## config.mk

```make
export PLATFORM = sky130hd
export DESIGN_NAME = brsort_ram
export DESIGN_NICKNAME = d
export VERILOG_FILES = /design/src/rtl/brsort_ram.sv
export SDC_FILE = /design/constraint.sdc
export NUM_CORES = 1
export LEC_CHECK = 0
export ABC_AREA = 0
export BUFFER_PORTS_ARGS = -buffer_cell sky130_fd_sc_hd__buf_2
export CAP_MARGIN = 0
export CORE_MARGIN = 3
export CORE_UTILIZATION = 28
export CTS_BUF_LIST = sky130_fd_sc_hd__clkbuf_16
export DETAILED_ROUTE_END_ITERATION = 10
export PLACE_DENSITY = 0.41
export SKIP_LAST_GASP = 1
export SYNTH_ARGS = -nofsm -noshare
export SYNTH_HDL_FRONTEND = slang
export SYNTH_SLANG_ARGS = --single-unit
```

## constraint.sdc

```tcl
create_clock -name clk_i -period 2.3 [get_ports clk_i]
set_clock_uncertainty 0.1 [all_clocks]
set_input_delay 0.115 -clock clk_i [delete_from_list [all_inputs] [get_ports clk_i]]
set_output_delay 0.115 -clock clk_i [all_outputs]
set_load 0.005 [all_outputs]
```

## src/rtl/brsort_ram.sv

```systemverilog
// ----------------------------------------------------------------------------
// brsort_ram
// Simple dual-port RAM, one write and one read port, registered read data.
// ----------------------------------------------------------------------------
`default_nettype none

module brsort_ram #(
  parameter int WIDTH = 8,
  parameter int DEPTH = 16,
  localparam int AW = (DEPTH > 1) ? $clog2(DEPTH) : 1
) (
  input  wire logic                     clk_i,
  input  wire logic                     we_i,
  input  wire logic [AW-1:0]            waddr_i,
  input  wire logic [WIDTH-1:0]         wdata_i,
  input  wire logic [AW-1:0]            raddr_i,
  output logic      [WIDTH-1:0]         rdata_o
);

  logic [WIDTH-1:0] mem_q [DEPTH];
  logic [WIDTH-1:0] rdata_q;

  always_ff @(posedge clk_i) begin
    if (we_i) begin
      mem_q[waddr_i] <= wdata_i;
    end
    rdata_q <= mem_q[raddr_i];
  end

  assign rdata_o = rdata_q;

endmodule

`default_nettype wire

```

==> results of run 1 <==
placed cells by master (no fill, tap or decap):
cell type / instances
sky130_fd_sc_hd__clkinv_2: 1
sky130_fd_sc_hd__clkinv_4: 3
sky130_fd_sc_hd__dfxtp_1: 8
sky130_fd_sc_hd__mux4_2: 18
sky130_fd_sc_hd__inv_6: 2
sky130_fd_sc_hd__a22oi_1: 16
sky130_fd_sc_hd__mux4_1: 14
sky130_fd_sc_hd__clkinvlp_4: 3
sky130_fd_sc_hd__nor2b_1: 1
sky130_fd_sc_hd__dlygate4sd3_1: 8
sky130_fd_sc_hd__buf_4: 18
sky130_fd_sc_hd__or3b_2: 1
sky130_fd_sc_hd__and2_1: 1
sky130_fd_sc_hd__nor3_1: 4
sky130_fd_sc_hd__nand3b_1: 2
sky130_fd_sc_hd__clkbuf_16: 17
sky130_fd_sc_hd__bufinv_16: 5
sky130_fd_sc_hd__buf_2: 25
sky130_fd_sc_hd__buf_12: 2
sky130_fd_sc_hd__clkinv_1: 1
sky130_fd_sc_hd__nand2_1: 9
sky130_fd_sc_hd__edfxtp_1: 128
sky130_fd_sc_hd__nor2_1: 13
sky130_fd_sc_hd__nand3_1: 1
sky130_fd_sc_hd__and2b_1: 1
sky130_fd_sc_hd__nand2b_1: 2
per-stage QoR:
step	instance area (um^2)	power, mW	std cells
2_1_floorplan	5150	2.98	229
3_3_place_gp	5640	3.11	489
3_5_place_dp	5640	3.11	489
4_1_cts	6370	6.09	529
5_1_grt	6370	6.24	529
6_report	6370	6.00	529
worst max-delay path, cell delays in order, from the launching register on:
cell                       delay [ps]
sky130_fd_sc_hd__edfxtp_1         350
sky130_fd_sc_hd__mux4_1           540
sky130_fd_sc_hd__a22oi_1          230
sky130_fd_sc_hd__nand2_1          150
routing by layer:
metal	vias up	global-route usage (%)	share of wire, %
li1	1095	-	-
met1	1309	17.2	47
met2	56	17.9	48
met3	12	3.71	4.1
met4	0	4.24	1.2
met5	-	0	0
sequential cells by signal, summed over array words and instances (netlist names):
register	count
rdata_o	8
mem_q	128
layout make-up:
type                    count  area, um^2  area share, %
clock buffers              17         425           6.67
clock inverters            15         225           3.53
multi-input cells          83        1060           16.6
flip-flops and latches    136        4000           62.8
well taps                 225         282           4.42
repair buffers             53         380           5.97
final timing paths:
check	start	endpoint	slack [ps]	cells past startpoint
min reg2reg	mem_q[12][4]$_DFFE_PP_	rdata_o[4]$_DFF_P_	570	3
min	waddr_i[2]	mem_q[7][5]$_DFFE_PP_	160	3
max reg2reg	mem_q[5][0]$_DFFE_PP_	rdata_o[0]$_DFF_P_	790	3
max	mem_q[5][0]$_DFFE_PP_	rdata_o[0]$_DFF_P_	790	3
repair_timing:
item                                    CTS  global route
endpoints found under the setup margin    0             0
hold endpoints to repair                128             0
setup buffers                             0             0
hold buffers                              8             0
resized for setup                         0             0
report_power, final:
part | switching (mW) | internal, mW
clock | 1.01 | 1.93
sequential | 0.0185 | 2.77
combinational | 0.152 | 0.121
logic make-up (layout without fill, tap and decap cells):
| logic type | after synthesis | after routing | synth area share (%) |
|---|---|---|---|
| AOI/OAI and AO/OA | 16 | 16 | 2.33 |
| buffers and inverters | 10 | 85 | 1.68 |
| DFF | 136 | 136 | 77.8 |
| muxes | 32 | 32 | 15.0 |
| and+or+nand+nor | 35 | 35 | 3.18 |
==> results_tabular.tex, run 1 <==
\begin{tabular}{lr}
\hline
Metric & Value \\
\hline
\multicolumn{2}{l}{\textbf{Setup path}} \\
Endpoint class of the critical path & register \\
Launching element type of the critical path & register \\
Required time at the worst-slack endpoint & about 2500 ps \\
CP Class & register to register \\
Data arrival time of the worst path & $\sim$1700 ps \\
Max FO, Critical Path & 1 \\
\multicolumn{2}{l}{\textbf{Yosys}} \\
Biggest area consumer among synthesized cells & sky130\_fd\_sc\_hd\_\_edfxtp\_1 \\
Top cells by count, synth & 128 x sky130\_fd\_sc\_hd\_\_edfxtp\_1, 18 x sky130\_fd\_sc\_hd\_\_mux4\_2, 16 x sky130\_fd\_sc\_hd\_\_a22oi\_1 \\
Share of flip-flops with an asynchronous set or reset & 0\% \\
Net count after synthesis & roughly 250 \\
Sequential-to-total area share from yosys stat & 77.8\% \\
FF+latch count, synth & 136 \\
Top-area cell type share of the netlist area & 74.7\% \\
Instance count of the mapped netlist & around 230 \\
Leading cell types by total area after synthesis & sky130\_fd\_sc\_hd\_\_edfxtp\_1 75\%, sky130\_fd\_sc\_hd\_\_mux4\_2 7.9\%, sky130\_fd\_sc\_hd\_\_mux4\_1 7.1\%, sky130\_fd\_sc\_hd\_\_dfxtp\_1 3.1\%, sky130\_fd\_sc\_hd\_\_a22oi\_1 2.3\% \\
Top flip-flop cell by instance count after synthesis & sky130\_fd\_sc\_hd\_\_edfxtp\_1 \\
Distinct cells, synth & 19 \\
Number of enable flip-flop cells after synthesis & 128 \\
Most common cell in the netlist & sky130\_fd\_sc\_hd\_\_edfxtp\_1 \\
Number of synthesis warnings & 0 \\
Netlist area before placement & 0.00515 mm\^{}2 \\
Post-Synthesis Mean Instance Area & 22.5 um\^{}2 \\
\multicolumn{2}{l}{\textbf{STA}} \\
Post-route fraction of the period consumed by the critical path & 65.7\% \\
Final setup slack of the worst path & 788 ps \\
Final hold vios & 0 \\
Setup repair after global routing missed its margin & false \\
Final number of setup-violating endpoints & 0 \\
Final total negative setup slack & 0 ps \\
Worst slack on hold paths & 163 ps \\
Rel. slew slack & 68.5\% \\
Least-Margin Pin Slew & 473 ps \\
Final worst path period need & approximately 1500 ps \\
Fmax & 661 MHz \\
Final Slew Violations & 0 \\
\multicolumn{2}{l}{\textbf{Clock tree}} \\
TritonCTS clock tree & built \\
Clock sink total & $\sim$140 \\
CTS Buf Count & 17 \\
Buffer cell driving the clock tree root & sky130\_fd\_sc\_hd\_\_clkbuf\_16 \\
H-tree depth & 4 \\
Clk slew on worst S/H paths & about 60 ps \\
Clk buf depth & 2 \\
Clock network latency to the later pin of the worst-skew pair & 410 ps \\
\multicolumn{2}{l}{\textbf{Floorplan}} \\
X dimension of the die & 142 um \\
Area of the die & 0.0200 mm\^{}2 \\
Total core area & $\sim$0.018 mm\^{}2 \\
Boundary pin count & 26 \\
Die Y & 142 um \\
Cell row count & 48 \\
Effective utilization at floorplan & 29.2\% \\
\multicolumn{2}{l}{\textbf{Detailed routing}} \\
Number of iterations in the first detailed-routing pass & 4 \\
DRC violations left & 0 \\
Violation count after the first detailed-routing iteration & 221 \\
Via count of the routed design & between 2000 and 2500 \\
Final Routed Wirelength & 11.2 mm \\
Remaining antenna violation count & 0 \\
Wire length per cell & 21.3 um \\
Mean number of vias per cell & $\sim$4.7 \\
\multicolumn{2}{l}{\textbf{Place}} \\
Detailed placement HPWL & 7.08 mm \\
Worst slack at placement & 469 ps \\
Routability Congestion & 0.694 \\
Input/output buffers & 25 \\
\multicolumn{2}{l}{\textbf{Layout}} \\
Total number of nets in the final design & 309 \\
Fraction of final layout cells with drive strength greater than 1 & between 30\% and 40\% \\
Number of fill cells & 1668 \\
Count of inserted antenna diode cells & 0 \\
Final core utilization & 36.1\% \\
Layout overhead on the synthesized area & 23.8\% \\
\multicolumn{2}{l}{\textbf{Run status}} \\
Status & completed \\
\multicolumn{2}{l}{\textbf{Global route}} \\
Via count of the first global-routing pass & 2612 \\
Global route overflow & 0 \\
Global-route wire length before repair & 17.1 mm \\
Maximum number of pins on one net before global-route repair & 33 \\
Global-route total usage across every layer & 12.2\% \\
Initial antenna violation count & 0 \\
\multicolumn{2}{l}{\textbf{Hold path}} \\
Worst hold path type & input pin to register \\
\multicolumn{2}{l}{\textbf{Power}} \\
Leakage power figure & 2.15 nW \\
Maximum resistive drop on vdd & 0.477 mV \\
Power Dens Cells & 942 mW/mm\^{}2 \\
\multicolumn{2}{l}{\textbf{Run}} \\
Max-cap check violation count & 0 \\
\hline
\end{tabular}
No activity file was read; power rests on OpenSTA's default activity.
==> run 2: changes to the inputs <==
--- a/config.mk
+++ b/config.mk
@@ -12,7 +12,7 @@
 export CORE_UTILIZATION = 28
 export CTS_BUF_LIST = sky130_fd_sc_hd__clkbuf_16
 export DETAILED_ROUTE_END_ITERATION = 10
-export PLACE_DENSITY = 0.41
+export PLACE_DENSITY = 0.42
 export SKIP_LAST_GASP = 1
 export SYNTH_ARGS = -nofsm -noshare
 export SYNTH_HDL_FRONTEND = slang
==> constraint.sdc (replaced) <==
create_clock -name clk_i -period 1.38 [get_ports clk_i]
set_clock_uncertainty 0.1 [all_clocks]
set_input_delay 0.069 -clock clk_i [delete_from_list [all_inputs] [get_ports clk_i]]
set_output_delay 0.069 -clock clk_i [all_outputs]
set_load 0.005 [all_outputs]
==> run 2 against run 1 <==
Net effect:
- the run now ends with negative setup slack left
- clock power is 25% higher
- fmax grew 5.9%
- via count shrank 0.20%
- first-iteration DRC count down 11%
- sequential cell count did not move
- wire length increased by 1.5%
- register-to-register slack worse by 840 ps
- critical path depth unchanged
- largest power group is now registers
==> results_tabular.tex, run 2 (synthesis gave the netlist of run 1 again) <==
\begin{tabular}{lr}
\hline
Metric & Value \\
\hline
\multicolumn{2}{l}{\textbf{Run status}} \\
Status & finished with violations \\
Failing checks & negative setup slack \\
\multicolumn{2}{l}{\textbf{Setup path}} \\
Max FO, Critical Path & 1 \\
R2R Path Start & mem\_q[0][5]\$\_DFFE\_PP\_ \\
Crit-path max cell delay & 490 ps \\
Max stage delay cell, worst path & sky130\_fd\_sc\_hd\_\_mux4\_2 \\
Critical path's top delay family & multiplexers \\
Required time at the worst-slack endpoint & 1570 ps \\
Endpoint class of the critical path & register \\
Cell breakdown of the critical path & mux4\_2, a22oi\_2, nand2\_1 \\
Reg2Reg Depth & 3 \\
Worst path buffer plus inverter count & 0 \\
Reg2Reg Setup Slack & -50 ps \\
Data arrival time of the worst path & around 1600 ps \\
CP Class & register to register \\
Launching element type of the critical path & register \\
Reg2Reg Capture Point & rdata\_o[5]\$\_DFF\_P\_ \\
\multicolumn{2}{l}{\textbf{Run}} \\
Max-cap check violation count & 0 \\
\multicolumn{2}{l}{\textbf{Clock tree}} \\
Buffer cell driving the clock tree root & sky130\_fd\_sc\_hd\_\_clkbuf\_16 \\
Clk buf depth & 2 \\
\# Post-CTS Setup Buffers & 0 \\
Clock network latency to the later pin of the worst-skew pair & slightly above 400 ps \\
Clk slew on worst S/H paths & 50 ps \\
TritonCTS clock tree & built \\
H-tree depth & 4 \\
Clock sink total & 136 \\
CTS Buf Count & 17 \\
\multicolumn{2}{l}{\textbf{Hold path}} \\
Worst hold stages & 3 \\
Worst hold start & waddr\_i[0] \\
Destination of the worst hold path & mem\_q[0][5]\$\_DFFE\_PP\_ \\
Worst hold path type & input pin to register \\
\multicolumn{2}{l}{\textbf{STA}} \\
Final Slew Violations & 0 \\
Rel. slew slack & 32.5\% \\
Post-route fraction of the period consumed by the critical path & 103\% \\
Setup repair after global routing missed its margin & true \\
Worst slack on hold paths & 101 ps \\
Final worst path period need & about 1400 ps \\
Final number of setup-violating endpoints & 3 \\
Final setup slack of the worst path & -48.3 ps \\
Fmax & 700 MHz \\
Least-Margin Pin Slew & 1010 ps \\
Final hold vios & 0 \\
Final total negative setup slack & -89.5 ps \\
\multicolumn{2}{l}{\textbf{Power}} \\
Clock network fraction of total power & approximately two fifths \\
Post-layout total power & 8.84 mW \\
Power Dens Cells & 1390 mW/mm\^{}2 \\
Share of power burned in registers & 52.6\% \\
Leakage power figure & 2.17 nW \\
Switching Power & 1.78 mW \\
Internal power summed over all cells & 7.06 mW \\
Maximum resistive drop on vdd & approximately 0.64 mV \\
Logic pwr share & 5.7\% \\
Sw Share & 20.2\% \\
\multicolumn{2}{l}{\textbf{Detailed routing}} \\
Via count of the routed design & 2467 \\
Violation count after the first detailed-routing iteration & about 200 \\
Number of iterations in the first detailed-routing pass & 4 \\
Final Routed Wirelength & 11.4 mm \\
Wire length per cell & between 20 and 25 um \\
Remaining antenna violation count & 0 \\
DRC violations left & 0 \\
Mean number of vias per cell & approximately 4.5 \\
\multicolumn{2}{l}{\textbf{Place}} \\
Routability Congestion & 0.692 \\
Worst slack at placement & -468 ps \\
Area post-placement & 0.00580 mm\^{}2 \\
Placed cell count & 504 \\
Input/output buffers & 25 \\
Detailed placement HPWL & 7.42 mm \\
\multicolumn{2}{l}{\textbf{Layout}} \\
Most common cell after layout, fill and taps aside & sky130\_fd\_sc\_hd\_\_edfxtp\_1 \\
Layout overhead on the synthesized area & 23.8\% \\
Final core utilization & between 30\% and 40\% \\
Fraction of final layout cells with drive strength greater than 1 & 35.1\% \\
Biggest register & mem\_q \\
Max reg flops & 128 \\
Final standard cell count with taps included and fillers excluded & 545 \\
Total number of nets in the final design & 324 \\
Post-route cell area & between 0.006 and 0.007 mm\^{}2 \\
Number of fill cells & around 1700 \\
Commonest non-fill, non-tap cells in the layout & 128 x sky130\_fd\_sc\_hd\_\_edfxtp\_1, 30 x sky130\_fd\_sc\_hd\_\_buf\_4, 25 x sky130\_fd\_sc\_hd\_\_buf\_2 \\
\multicolumn{2}{l}{\textbf{Global route}} \\
Maximum number of pins on one net before global-route repair & 27 \\
Initial antenna violation count & 1 \\
Global-route total usage across every layer & 12.4\% \\
Via count of the first global-routing pass & 2625 \\
Global route overflow & 0 \\
Global-route wire length before repair & roughly 17 mm \\
\multicolumn{2}{l}{\textbf{Floorplan}} \\
Die Y & between 100 and 150 um \\
Boundary pin count & 26 \\
Cell row count & 48 \\
Total core area & 0.0177 mm\^{}2 \\
Area of the die & 0.0200 mm\^{}2 \\
X dimension of the die & 142 um \\
Effective utilization at floorplan & 29.2\% \\
\hline
\end{tabular}
run 2: how the worst max path moves through the flow:
stage | from | endpoint | slack [ps] | depth (start not counted)
2_1_floorplan | waddr_i[2] | mem_q[3][0]$_DFFE_PP_ | -60 | 2
3_3_place_gp | raddr_i[0] | rdata_o[5]$_DFF_P_ | -490 | 6
3_5_place_dp | raddr_i[0] | rdata_o[5]$_DFF_P_ | -470 | 6
4_1_cts | mem_q[0][5]$_DFFE_PP_ | rdata_o[5]$_DFF_P_ | -90 | 3
5_1_grt | mem_q[3][1]$_DFFE_PP_ | rdata_o[1]$_DFF_P_ | -90 | 4
6_report | mem_q[0][5]$_DFFE_PP_ | rdata_o[5]$_DFF_P_ | -50 | 3
run 2: layout make-up:
class	count	area (um^2)	share of cell area [%]
Multi-Input combinational cell	83	1070	16.8
Timing Repair Buffer	68	531	8.32
Clock buffer	17	425	6.67
Antenna cell	1	2.50	0.0393
Clock inverter	15	60.1	0.942
Tap cell	225	282	4.42
Sequential cell	136	4000	62.8
run 2: power by group through the flow:
stage | Sequential, mW | Clock, mW | Combinational [mW]
floorplan | 4.73 | 0 | 0.235
global placement | 4.73 | 0 | 0.478
detailed placement | 4.74 | 0 | 0.486
CTS | 4.65 | 3.77 | 0.519
global route | 4.66 | 3.99 | 0.556
finish | 4.65 | 3.68 | 0.504
run 2: worst min-delay path, cell delays in order:
cell                     delay, ps
sky130_fd_sc_hd__buf_2         150
sky130_fd_sc_hd__nor3_2         70
sky130_fd_sc_hd__buf_12        140
run 2: timing repair:
action	4_1_cts	5_1_grt
endpoints found under the setup margin	6	8
hold endpoints to repair	128	0
pin swaps	2	4
resized for setup	10	2
hold buffers	8	0
run 2: layer usage:
metal	track usage, %	routed length, um
met5	0	0
met1	17.5	5440
met3	3.94	583
met2	17.9	5280
met4	4.55	111
